==> src/sv/lpcr_pkg.sv <==
// Shared types, constants and the CRC-8 step function for the
// length-prefixed CRC-8 frame receiver. No dependencies.
`default_nettype none

package lpcr_pkg;

  // Status codes returned with every byte
  localparam logic [2:0] ST_MID    = 3'd0;
  localparam logic [2:0] ST_GOOD   = 3'd1;
  localparam logic [2:0] ST_SHORT  = 3'd2;
  localparam logic [2:0] ST_LONG   = 3'd3;
  localparam logic [2:0] ST_BADCHK = 3'd4;
  localparam logic [2:0] ST_HALTED = 3'd5;

  // Reflected CRC-8, no final xor
  localparam logic [7:0] CRC_POLY      = 8'h8C;
  localparam logic [7:0] CRC_INIT      = 8'h00;
  localparam logic [7:0] MIN_FRAME_LEN = 8'd5;
  localparam logic [7:0] MAX_LEN_RESET = 8'd64;

  // Register addresses on the configuration port
  localparam logic [1:0] ADDR_MAX_FRAME_LEN = 2'd0;

  // One result transaction
  typedef struct packed {
    logic [7:0] data_byte;
    logic [7:0] byte_index;
    logic       last_of_frame;
    logic [2:0] status;
  } result_t;

  // Fold one byte into the CRC, least significant bit first
  function automatic logic [7:0] crc_byte(input logic [7:0] crc, input logic [7:0] b);
    logic [7:0] c;
    logic [7:0] d;
    logic       fb;
    c = crc;
    d = b;
    for (int k = 0; k < 8; k++) begin
      fb = c[0] ^ d[0];
      c  = {1'b0, c[7:1]};
      if (fb) begin
        c = c ^ CRC_POLY;
      end
      d  = {1'b0, d[7:1]};
    end
    return c;
  endfunction

endpackage

`default_nettype wire

==> src/sv/lpcr_cfg.sv <==
// APB-style configuration register file: holds max_frame_len.
// Depends on lpcr_pkg.
`default_nettype none

module lpcr_cfg (
  input  wire logic        clk_i,
  input  wire logic        rst_ni,
  input  wire logic        psel,
  input  wire logic        penable,
  input  wire logic        pwrite,
  input  wire logic [1:0]  paddr,
  input  wire logic [31:0] pwdata,
  output logic      [31:0] prdata,
  output logic             pready,
  output logic      [7:0]  max_frame_len_o
);

  logic [7:0] max_len_q;
  logic [7:0] max_len_d;
  logic       wr_en;

  assign pready = 1'b1;
  assign wr_en  = psel & penable & pwrite & (paddr == lpcr_pkg::ADDR_MAX_FRAME_LEN);

  // Update the register on a completed write transaction
  always_comb begin
    max_len_d = max_len_q;
    if (wr_en) begin
      max_len_d = pwdata[7:0];
    end
  end

  always_ff @(posedge clk_i or negedge rst_ni) begin
    if (!rst_ni) begin
      max_len_q <= lpcr_pkg::MAX_LEN_RESET;
    end else begin
      max_len_q <= max_len_d;
    end
  end

  // Read back
  always_comb begin
    prdata = 32'd0;
    if (paddr == lpcr_pkg::ADDR_MAX_FRAME_LEN) begin
      prdata = {24'd0, max_len_q};
    end
  end

  assign max_frame_len_o = max_len_q;

endmodule

`default_nettype wire

==> src/sv/lpcr_core.sv <==
// Frame state (running CRC, byte count, length, halt) and the per-byte
// decision logic. Depends on lpcr_pkg.
`default_nettype none

module lpcr_core (
  input  wire logic              clk_i,
  input  wire logic              rst_ni,
  input  wire logic              advance_i,
  input  wire logic [7:0]        rx_byte_i,
  input  wire logic [7:0]        max_frame_len_i,
  output lpcr_pkg::result_t      result_o
);

  logic [7:0] crc_q, crc_d;
  logic [7:0] seen_q, seen_d;
  logic [7:0] len_q, len_d;
  logic       halt_q, halt_d;

  // Classify the byte and compute the next frame state
  always_comb begin
    crc_d  = crc_q;
    seen_d = seen_q;
    len_d  = len_q;
    halt_d = halt_q;
    result_o.data_byte     = rx_byte_i;
    result_o.byte_index    = 8'd0;
    result_o.last_of_frame = 1'b0;
    result_o.status        = lpcr_pkg::ST_MID;
    if (halt_q) begin
      result_o.status = lpcr_pkg::ST_HALTED;
    end else if (seen_q == 8'd0) begin
      // Length byte
      if (rx_byte_i < lpcr_pkg::MIN_FRAME_LEN) begin
        result_o.status = lpcr_pkg::ST_SHORT;
        halt_d          = 1'b1;
      end else if (rx_byte_i > max_frame_len_i) begin
        result_o.status = lpcr_pkg::ST_LONG;
        halt_d          = 1'b1;
      end else begin
        len_d  = rx_byte_i;
        crc_d  = lpcr_pkg::crc_byte(lpcr_pkg::CRC_INIT, rx_byte_i);
        seen_d = 8'd1;
      end
    end else begin
      result_o.byte_index = seen_q;
      if (({1'b0, seen_q} + 9'd1) == {1'b0, len_q}) begin
        // Check byte
        result_o.last_of_frame = 1'b1;
        if (rx_byte_i == crc_q) begin
          result_o.status = lpcr_pkg::ST_GOOD;
          crc_d  = lpcr_pkg::CRC_INIT;
          seen_d = 8'd0;
          len_d  = 8'd0;
        end else begin
          result_o.status = lpcr_pkg::ST_BADCHK;
          halt_d          = 1'b1;
        end
      end else begin
        crc_d  = lpcr_pkg::crc_byte(crc_q, rx_byte_i);
        seen_d = seen_q + 8'd1;
      end
    end
  end

  // Commit state only when the byte moves into the result register
  always_ff @(posedge clk_i or negedge rst_ni) begin
    if (!rst_ni) begin
      crc_q  <= lpcr_pkg::CRC_INIT;
      seen_q <= 8'd0;
      len_q  <= 8'd0;
      halt_q <= 1'b0;
    end else if (advance_i) begin
      crc_q  <= crc_d;
      seen_q <= seen_d;
      len_q  <= len_d;
      halt_q <= halt_d;
    end
  end

endmodule

`default_nettype wire

==> src/sv/length_prefixed_crc8_frame_receiver_top.sv <==
// Top level of the length-prefixed CRC-8 frame receiver: input register,
// result register and handshake control. Depends on lpcr_pkg, lpcr_cfg, lpcr_core.
//
// Receives one byte per input transaction and returns one result transaction
// per byte (echoed byte, index in frame, last-of-frame mark, status). The
// block sustains one byte per clock while the result side does not stall. An
// accepted byte waits in the input register, and the result register loads
// it when that register is free or draining. The one-byte-per-clock rate
// is set by the state feedback loop in lpcr_core that updates the
// running CRC and byte count for each byte. A fatal error (bad length or bad
// check) latches a halted state that only reset clears. Write max_frame_len
// only while idle.
`default_nettype none

module length_prefixed_crc8_frame_receiver_top (
  input  wire logic        clk_i,
  input  wire logic        rst_ni,
  // Input channel
  input  wire logic        in_valid_i,
  output logic             in_stall_o,
  input  wire logic [7:0]  rx_byte_i,
  // Result channel
  output logic             out_valid_o,
  input  wire logic        out_stall_i,
  output logic      [7:0]  data_byte_o,
  output logic      [7:0]  byte_index_o,
  output logic             last_of_frame_o,
  output logic      [2:0]  status_o,
  // Configuration port
  input  wire logic        psel,
  input  wire logic        penable,
  input  wire logic        pwrite,
  input  wire logic [1:0]  paddr,
  input  wire logic [31:0] pwdata,
  output logic      [31:0] prdata,
  output logic             pready
);

  logic              in_valid_q;
  logic [7:0]        in_byte_q;
  logic              out_valid_q;
  logic              out_valid_d;
  lpcr_pkg::result_t out_q;
  lpcr_pkg::result_t result;
  logic [7:0]        max_frame_len;
  logic              advance;
  logic              in_take;

  lpcr_cfg u_cfg (
    .clk_i           (clk_i),
    .rst_ni          (rst_ni),
    .psel            (psel),
    .penable         (penable),
    .pwrite          (pwrite),
    .paddr           (paddr),
    .pwdata          (pwdata),
    .prdata          (prdata),
    .pready          (pready),
    .max_frame_len_o (max_frame_len)
  );

  lpcr_core u_core (
    .clk_i           (clk_i),
    .rst_ni          (rst_ni),
    .advance_i       (advance),
    .rx_byte_i       (in_byte_q),
    .max_frame_len_i (max_frame_len),
    .result_o        (result)
  );

  // Move a byte forward when the result register is free or draining
  assign advance    = in_valid_q & (~out_valid_q | ~out_stall_i);
  assign in_stall_o = in_valid_q & ~advance;
  assign in_take    = in_valid_i & ~in_stall_o;

  always_comb begin
    out_valid_d = out_valid_q;
    if (advance) begin
      out_valid_d = 1'b1;
    end else if (!out_stall_i) begin
      out_valid_d = 1'b0;
    end
  end

  // Hold valid flags
  always_ff @(posedge clk_i or negedge rst_ni) begin
    if (!rst_ni) begin
      in_valid_q  <= 1'b0;
      out_valid_q <= 1'b0;
    end else begin
      if (!in_stall_o) begin
        in_valid_q <= in_valid_i;
      end
      out_valid_q <= out_valid_d;
    end
  end

  // Payload registers
  always_ff @(posedge clk_i) begin
    if (in_take) begin
      in_byte_q <= rx_byte_i;
    end
    if (advance) begin
      out_q <= result;
    end
  end

  assign out_valid_o     = out_valid_q;
  assign data_byte_o     = out_q.data_byte;
  assign byte_index_o    = out_q.byte_index;
  assign last_of_frame_o = out_q.last_of_frame;
  assign status_o        = out_q.status;

endmodule

`default_nettype wire

==> config.mk <==
export PLATFORM = sky130hd
export DESIGN_NAME = length_prefixed_crc8_frame_receiver_top
export DESIGN_NICKNAME = d
export VERILOG_FILES = /design/src/sv/lpcr_pkg.sv /design/src/sv/lpcr_cfg.sv /design/src/sv/lpcr_core.sv /design/src/sv/length_prefixed_crc8_frame_receiver_top.sv
export SDC_FILE = /design/constraint.sdc
export NUM_CORES = 1
export LEC_CHECK = 0
export BUFFER_PORTS_ARGS = -buffer_cell sky130_fd_sc_hd__buf_2
export CAP_MARGIN = 5
export CORE_MARGIN = 2
export CORE_UTILIZATION = 30
export CTS_CLUSTER_DIAMETER = 30
export DETAILED_ROUTE_END_ITERATION = 7
export PLACE_DENSITY_LB_ADDON = 0.05
export SYNTH_ARGS = -nofsm -noshare
export SYNTH_HDL_FRONTEND = slang
export SYNTH_HIERARCHICAL = 1
export SYNTH_SLANG_ARGS = --single-unit
export TNS_END_PERCENT = 100
==> constraint.sdc <==
create_clock -name clk_i -period 3.8 [get_ports clk_i]
set_input_delay 0 -clock clk_i [delete_from_list [all_inputs] [get_ports clk_i]]
set_output_delay 0 -clock clk_i [all_outputs]
set_load 0.01 [all_outputs]
# [After elaboration in Yosys (flattened, before gate mapping)]
# Index checks and enable logic that the tools add are counted.
# W data, S select, Z words.
[totals] reg_bits=63 latch_bits=0 mem_bits_rw=0 mem_bits_ro=0 in_bits=49 wordCells=163 memories=0
[op_classes] n_addsub=2 multipliers=0 div=0 order_cmp=2 eq_ne=6 n_shift=0 n_mux=92 bitwise=42 n_reduce_logical=7
[ops] operator="$mux W8" n=79
[ops] operator="$not A2 Y3" n=15
[ops] operator="$xor A1 B1 Y1" n=15
[ops] operator="$add A8 B1 Y9 const B" n=1
[ops] operator="$eq A9 B8 Y1" n=1
[ops] operator="$mux W3" n=3
[ops] operator="$add A8 B1 Y8 const B" n=1
[ops] operator="$eq A8 B8 Y1" n=1
[ops] operator="$gt A8 B8 Y1" n=1
[ops] operator="$logic_not A8 Y1" n=1
[ops] operator="$lt A8 B3 Y1 const B" n=1
[ops] operator="$mux W1" n=8
[ops] operator="$and A1 B1 Y1" n=6
[ops] operator="$reduce_and A6 Y1" n=1
[ops] operator="$not A1 Y1" n=5
[ops] operator="$reduce_and A5 Y1" n=1
[ops] operator="$mux W4" n=1
[ops] operator="$ne A2 B2 Y1 const B" n=2
[ops] operator="$reduce_bool A2 Y1" n=2
[ops] operator="$ne A3 B2 Y1 const B" n=1
[ops] operator="$logic_not A2 Y1" n=1
[ops] operator="$mux W2" n=1
[ops] operator="$ne A2 B1 Y1 const B" n=1
[ops] operator="$reduce_or A2 Y1" n=1
[ops] operator="$or A1 B1 Y1" n=1

# [Depth between registers and ports, before layout]
# Gate-level depths: netlist of the first run.
[logic_depth] depth_word=46 ltp_mapped=10 ltp_nobuf=9

# [Cells and area by module]
# The synthesis of the first run kept the hierarchy.
[modules_own_cells] module="lpcr_core" instances=1 cells_each=261 area_per_inst_um2=2294.7 seq_area_each_um2=625.6
[modules_own_cells] module="length_prefixed_crc8_frame_receiver_top" instances=1 cells_each=36 area_per_inst_um2=933.4 seq_area_each_um2=890.9
[modules_own_cells] module="lpcr_cfg" instances=1 cells_each=53 area_per_inst_um2=579.3 seq_area_each_um2=201.4

# [Least setup slack after synthesis of the first run]
# Ideal clock, no wire load.
[synth_timing] path_type="flip-flop to flip-flop" start="register out_valid_q (netlist: out_valid_o)" end="register u_core.crc_q[0]" setup_ns=0.125 t_arrival_ns=3.291 t_required_ns=3.675 slack_ns=0.384 path_stages_with_launch=7 path_buffers=1 synth_period_minus_slack_ns=3.416 cell_sequence="dfrtp_1 > a21boi_0 > nor2b_1 > nand3_1 > or2_4 > buf_6 > mux2_4"
[synth_via] elab_chain_cells=4
[synth_lines] element="start: declaration" line="length_prefixed_crc8_frame_receiver_top.sv:41" rtl="logic out_valid_q;"
[synth_lines] element="start signal: assignment" line="length_prefixed_crc8_frame_receiver_top.sv:94" rtl="out_valid_q <= out_valid_d;"
[synth_lines] element="$not A1 Y1" line="length_prefixed_crc8_frame_receiver_top.sv:72" rtl="assign advance = in_valid_q & (~out_valid_q | ~out_stall_i);"
[synth_lines] element="$or A1 B1 Y1" line="length_prefixed_crc8_frame_receiver_top.sv:72"
[synth_lines] element="$and A1 B1 Y1" line="length_prefixed_crc8_frame_receiver_top.sv:72"
[synth_lines] element="via advance" line="length_prefixed_crc8_frame_receiver_top.sv:46" rtl="logic advance;"
[synth_lines] element="$reduce_and A5 Y1 (no source line)"
[synth_lines] element="end signal: assignment" line="lpcr_core.sv:68" rtl="crc_q <= lpcr_pkg::CRC_INIT;"
[synth_lines] element="end signal: assignment" line="lpcr_core.sv:73" rtl="crc_q <= crc_d;"
[synth_lines] element="end: declaration" line="lpcr_core.sv:14" rtl="logic [7:0] crc_q, crc_d;"
# The timed path passes the listed nets, and every way through them passes these cells.
# A chain may end at the register's enable or synchronous reset.

# [Worst setup path in the final report of the first run]
[layout_timing] start="register u_core.seen_q[0]" end="register u_core.crc_q[4]"
[layout_via] elab_chain_cells=4
[layout_lines] element="start: declaration" line="lpcr_core.sv:15" rtl="logic [7:0] seen_q, seen_d;"
[layout_lines] element="start signal: assignment" line="lpcr_core.sv:74" rtl="seen_q <= seen_d;"
[layout_lines] element="$add A8 B1 Y9" line="lpcr_core.sv:46" rtl="if (({1'b0, seen_q} + 9'd1) == {1'b0, len_q}) begin"
[layout_lines] element="$eq A9 B8 Y1" line="lpcr_core.sv:46"
[layout_lines] element="$ne A3 B2 Y1 (no source line) / $mux W8 (equally long branches)"
[layout_lines] element="$reduce_and A5 Y1 (no source line) / $mux W8 (equally long branches)"
# Several ways; a longest one is shown, not always the timed one.

==> out/metrics.yaml, run 1 <==
synth_top_family_by_area: "simple AND/OR/NAND/NOR gates"
endpoint_kind: "register"
synth.distinct_cells: 65
power.switching_mw: 0.978
grt_pass1_wl_um: 14500
clkPwrFrac_pct: 26.3
grt_setup_unrepaired: "false"
synthMuxAreaShare_pct: 4.01
slew_viol_final: 0
grt_usage_pct: 14.7
fmax_mhz: 330
cp.arrival_ns: 3.26
synth-xor-area-share_pct: 10.6
antenna_found_initial: 0
via_per_inst: 4.49
pre_cts_ws_ns: 0.814
syn-instance-count: 350
worstPathMaxFanout: 12
cp-start-kind: "register"
seqPwrFrac_pct: 35.3
comb_power_share_pct: 38.4
finalInstanceArea_um2: 4580
max-slew-margin-rel_pct: 39.1
outcome: "finished clean"
cts_buffers: 9
final_antenna_net_count: 0
required_ns: 4.02
crit_path_max_incr_delay_ns: 0.52
synth_compound_area_share_pct: 11.5
crit_type: "reg -> reg"
die_h_um: 117
finalSetupTns_ns: 0
cp_slowest_cell: "dfrtp_1"
hpwlAfterDp_um: 6420
worstSkewPairLatency_ns: 0.34
worstMarginPinSlew_ns: 0.913
io_pins: 104
cts_buffer_depth: 2
wl_per_cell_um: 15.2
gp_congestion: 0.786
fin_ws_ns: 0.766
routed_wl_um: 9060
hold_viol: 0
r2r_start: "u_core/seen_q[0]$_DFFE_PN0P_"
timing.rr.end: "u_core/crc_q[4]$_DFFE_PN0P_"
cts_setup_buffers: 0
p_leak_nw: 1.98
syn_area_per_cell_um2: 10.9
dieArea_um2: 13600
fin_crit_ns: 3.03
synth_warnings: 6
p_per_area_nw_per_um2: 614
finalNetCount: 479
cts_hold_buf: 20
netlist_area_um2: 3810
dr.pass1.iters: 4
drt-initial-drc-count: 116
htree_levels: 3
ys_ff_latch: 63
io_buffers: 54
synthAdderAreaFrac_pct: 3.61
design.core.area_um2: 12500
synthToLayoutAreaGrowth_pct: 20.2
setup_viol: 0
fin_skew_ns: 0.00751
cap_viol_max_count: 0
min_path_type: "in -> reg"
async_flop_share_pct: 55.6
synth_simple_gate_area_share_pct: 14.4
initial_core_util_pct: 30.4
route.vias.total: 2674
startpoint: "u_core/seen_q[0]$_DFFE_PN0P_"
placed_cell_area_um2: 4120
clock-sinks: 63
cts-root-buf: "clkbuf_16"
drcViolationCount: 0
holdPathStages: 3
layout_common_cells: "buf_2, dfrtp_1, edfxtp_1, xnor2_1, conb_1"
cts_tree: "built"
synth-edff-count: 28
ctsResizeCount: 0
layout_commonest_cell: "buf_2"
synth_ff_type: "dfrtp_1"
die_w_um: 117
crit_path_cell_trace: "ha_1, nand3_2, nor2_2, o2111ai_1, nor4_4, and4_4, or2_4, mux2_2"
p_sw_share_pct: 34.8
crit_buf_inv: 0
cp-endpoint: "u_core/crc_q[4]$_DFFE_PN0P_"
path_clk_slew_ns: 0.06
peakVddDrop_uv: 274
grt_overflow: 0
fin_util_pct: 36.6
grt_pass1_vias: 2592
reg2reg_depth: 8
rrSetupSlack_ns: 0.77
p_total_mw: 2.81
path_delay_family: "simple AND/OR/NAND/NOR gates"
finalCritPeriodShare_pct: 79.8
antenna_cells: 0
drive_gt1_share_pct: 26.4
grt_max_degree: 36
path_depth: 8
intPower_mw: 1.83
fp-row-count: 41
ys_seq_area_share_pct: 45.1
[cells by family after synthesis]
logic type      after synthesis
compound gates               62
xor+xnor                     42
fa+ha+maj                    11
buf+inv                      67
flops                        63
mux                          13
other cells                   2
simple gates                 90
[state kept, by name, indices dropped and copies added (netlist names), 3 cells and up]
register / count
data_byte_o: 8
u_core/len_q: 8
in_byte_q: 8
byte_index_o: 8
u_core/crc_q: 8
status_o: 3
u_core/seen_q: 8
u_cfg/max_frame_len_o: 8
[cell usage after synthesis (all sizes together), types with 4 or more instances]
library cell / number / area [µm²]
a21oi: 12 / 63.8
xnor2: 28 / 253
nor3: 7 / 35.0
o21ai: 8 / 40.0
and2: 10 / 72.6
inv: 19 / 71.3
mux2: 12 / 143
o22ai: 5 / 31.3
nand2: 18 / 67.6
nor4: 4 / 40.0
a22o: 9 / 78.8
and3: 4 / 25.0
edfxtp: 28 / 841
o31ai: 4 / 30.0
dfrtp: 34 / 851
nand3: 11 / 65.1
clkbuf: 7 / 26.3
buf: 41 / 305
nor2b: 6 / 37.5
xor2: 12 / 105
nor2: 14 / 62.6
ha: 11 / 138
[routing by layer]
metal	track usage, %	vias to the layer above	part of all wire, %
met5	0	-	0
met2	23.1	84	47
met3	5.14	9	5.3
met1	18.8	1264	46
met4	4.86	0	1.3
li1	-	1317	-
[worst min-delay path by stage]
stage / from / end / slack, ns
after floorplan: rst_ni / in_valid_q$_DFFE_PN0N_ / -0.30
after global placement: rx_byte_i[4] / in_byte_q[4]$_DFFE_PP_ / 0.18
after detailed placement: rx_byte_i[7] / in_byte_q[7]$_DFFE_PP_ / 0.18
after CTS: penable / u_cfg/max_frame_len_o[5]$_DFFE_PN0P_ / 0.08
after global routing: penable / u_cfg/max_frame_len_o[2]$_DFFE_PN0P_ / 0.09
final: penable / u_cfg/max_frame_len_o[6]$_DFFE_PN1P_ / 0.08
[stage by stage]
| step | hold WS [ns] | std cells |
|---|---|---|
| after detailed placement | 0.178 | 560 |
| after CTS | 0.0780 | 596 |
| after global placement | 0.177 | 560 |
| final | 0.0831 | 596 |
| after floorplan | -0.296 | 373 |
| after global routing | 0.0904 | 596 |
[power by group through the flow]
stage	Combinational, mW	Clock [mW]	Sequential [mW]
2_1_floorplan	0.913	0	0.951
3_3_place_gp	1.07	0	1.01
3_5_place_dp	1.07	0	1.01
4_1_cts	1.09	0.775	0.994
5_1_grt	1.21	0.810	1.01
6_report	1.08	0.739	0.993
[worst register-to-register path, delay by kind of cell (launching register included)]
| family | cells | cell delay, ns |
|---|---|---|
| DFF | 1 | 0.52 |
| and+or+nand+nor | 5 | 1.46 |
| muxes | 1 | 0.37 |
| adders and majority gates | 1 | 0.37 |
| AOI/OAI and AO/OA | 1 | 0.19 |
[final cells by class]
cell class                 count  area (µm²)
fill                        1279        7940
multi-input combinational    243        1780
sequential                    63        1720
timing repair buffer          83         538
clock buffer                  12         236
tap                          172         215
inverter                      19        71.3
clock inverter                 4        22.5
(Power assumes the default switching activity.)
==> run 2, diff against run 1 <==
Clock period 3.8 ns to 3.1 ns, I/O delays scaled along.
==> run 2 against run 1 <==
Compared with the run above: power up 27%; worst hold slack better by 0.0098 ns; sequential power up 19%.
==> out/metrics.yaml, run 2 (synthesis results as in run 1) <==
cts_buffers: 9  # unchanged
ctsResizeCount: 0  # unchanged
layout_common_cells: "buf_2, dfrtp_1, edfxtp_1, xnor2_1, conb_1"
drive_gt1_share_pct: 27.9  # +1.5 points
antenna_cells: 0  # unchanged
cts_setup_buffers: 0  # unchanged
drt-initial-drc-count: 141  # +22%
finalSetupTns_ns: 0  # unchanged
r2r_start: "u_core/seen_q[0]$_DFFE_PN0P_"
initial_core_util_pct: 30.4  # unchanged
required_ns: 3.33  # -0.69 ns
io_pins: 104  # unchanged
grt_setup_unrepaired: "false"
placed_cell_area_um2: 4160  # +1.1%
final_antenna_net_count: 0  # unchanged
grt_max_degree: 36  # unchanged
design.core.area_um2: 12500  # unchanged
crit_path_cell_trace: "ha_1, nand3_2, nor2_2, o2111ai_1, nor4_4, buf_4, and2_1, o22ai_1, mux2_4"
min_path_type: "in -> reg"
p_per_area_nw_per_um2: 767  # +25%
worstPathMaxFanout: 9  # -3
cts-root-buf: "clkbuf_16"
dr.pass1.iters: 4  # unchanged
via_per_inst: 4.54  # +1.3%
path_clk_slew_ns: 0.06  # about the same
grt_overflow: 0  # unchanged
fin_crit_ns: 2.87  # -0.166 ns
peakVddDrop_uv: 214  # -22%
finalInstanceArea_um2: 4660  # +1.8%
n_fill_cell: 1298  # +1.5%
gr-usage-met3_pct: 2.85  # -2.3 points
seq_area_um2: 1720  # unchanged
cp.arrival_ns: 3.10  # -0.16 ns
crit_buf_inv: 1  # +1
path_delay_family: "simple AND/OR/NAND/NOR gates"
cp_slowest_cell: "dfrtp_1"
die_h_um: 117  # unchanged
hold_viol: 0  # unchanged
die_w_um: 117  # unchanged
grt_util_met2_pct: 24.1  # +0.93 points
hpwlAfterDp_um: 6570  # +2.4%
cts_buffer_depth: 2  # unchanged
outcome: "finished clean"
synthToLayoutAreaGrowth_pct: 22.4
grt_usage_pct: 15.0  # +0.39 points
finalCritPeriodShare_pct: 92.5  # +13 points
dieArea_um2: 13600  # unchanged
grt_pass1_vias: 2760  # +6.5%
io_buffers: 54  # unchanged
clock-sinks: 63  # unchanged
worstSkewPairLatency_ns: 0.34  # about the same
routed_wl_um: 9280  # +2.4%
whs_ns: 0.0929  # +0.00977 ns
cap_viol_max_count: 0  # unchanged
grt_pass1_wl_um: 15000  # +3.6%
gp_congestion: 0.746  # -5.0%
multiInputGateArea_um2: 1780  # unchanged
crit_path_max_incr_delay_ns: 0.48  # -0.04 ns
antenna_found_initial: 0  # unchanged
max-slew-margin-rel_pct: 40.4  # +1.2 points
wl_per_cell_um: 15.4  # +1.4%
p_total_mw: 3.57  # +27%
startpoint: "u_core/seen_q[0]$_DFFE_PN0P_"
fp-row-count: 41  # unchanged
layout_commonest_cell: "buf_2"
top_usage_layer: "met2"
setup_viol: 0  # unchanged
cp-start-kind: "register"
p_leak_nw: 2.02  # +2.3%
fin_skew_ns: 0.00807  # +0.000566 ns
worstHoldStart: "penable"
route.vias.total: 2736  # +2.3%
endpoint_kind: "register"
drcViolationCount: 0  # unchanged
crit_type: "reg -> reg"
use_met1_pct: 19.8  # +0.92 points
slew_viol_final: 0  # unchanged
worstMarginPinSlew_ns: 0.895  # -0.0185 ns
htree_levels: 3  # unchanged
fmax_mhz: 349  # +5.8%
finalNetCount: 485  # +1.3%
cts_tree: "built"
[run 2: final cells by class]
type	count	share of cell area, %
Multi-Input combinational cell	243	38.1
Sequential cell	63	36.8
Timing Repair Buffer	89	12.5
Clock buffer	9	4.83
Tap cell	172	4.62
Clock inverter	7	1.56
Inverter	19	1.53
[run 2: layer usage]
metal | up-vias | wire [µm]
met5 | - | 0
met4 | 0 | 187
met3 | 11 | 394
met2 | 69 | 4320
met1 | 1329 | 4380
li1 | 1327 | -
[run 2: worst paths after layout]
| path | endpoint | slack [ns] | cells after the start |
|---|---|---|---|
| worst min register to register | out_valid_o$_DFFE_PN0P_ | 0.50 | 1 |
| min in group asynchronous | u_cfg/max_frame_len_o[1]$_DFFE_PN0P_ | 0.33 | 2 |
| worst min-delay path | u_cfg/max_frame_len_o[0]$_DFFE_PN0P_ | 0.09 | 3 |
| worst max-delay path | u_core/crc_q[0]$_DFFE_PN0P_ | 0.23 | 9 |
| worst max register to register | u_core/crc_q[0]$_DFFE_PN0P_ | 0.23 | 9 |
| max in group asynchronous | u_core/seen_q[7]$_DFFE_PN0P_ | 2.20 | 2 |
[run 2: tightest hold or removal path: cells and delay by family]
family	cells	cell delay, ns
and+or+nand+nor	1	0.12
buffers and inverters	1	0.11
muxes	1	0.16
[run 2: repair_timing]
item | 4_1_cts | 5_1_grt
setup endpoints to repair | 0 | 0
hold buffers | 20 | 0
hold endpoints to repair | 52 | 0
[run 2: report_power, final]
group	switching, mW	internal (mW)
clock network	0.396	0.623
logic	0.683	0.693
registers	0.138	1.04
[run 2: metrics by stage]
step                      setup slack [ns]  instances  utilization (%)
after global routing                0.0515        602             37.2
after floorplan                      0.244        373                -
after detailed placement             0.240        566             33.3
after CTS                            0.228        602             37.2
after global placement               0.251        566             33.3
final                                0.233        602             37.2
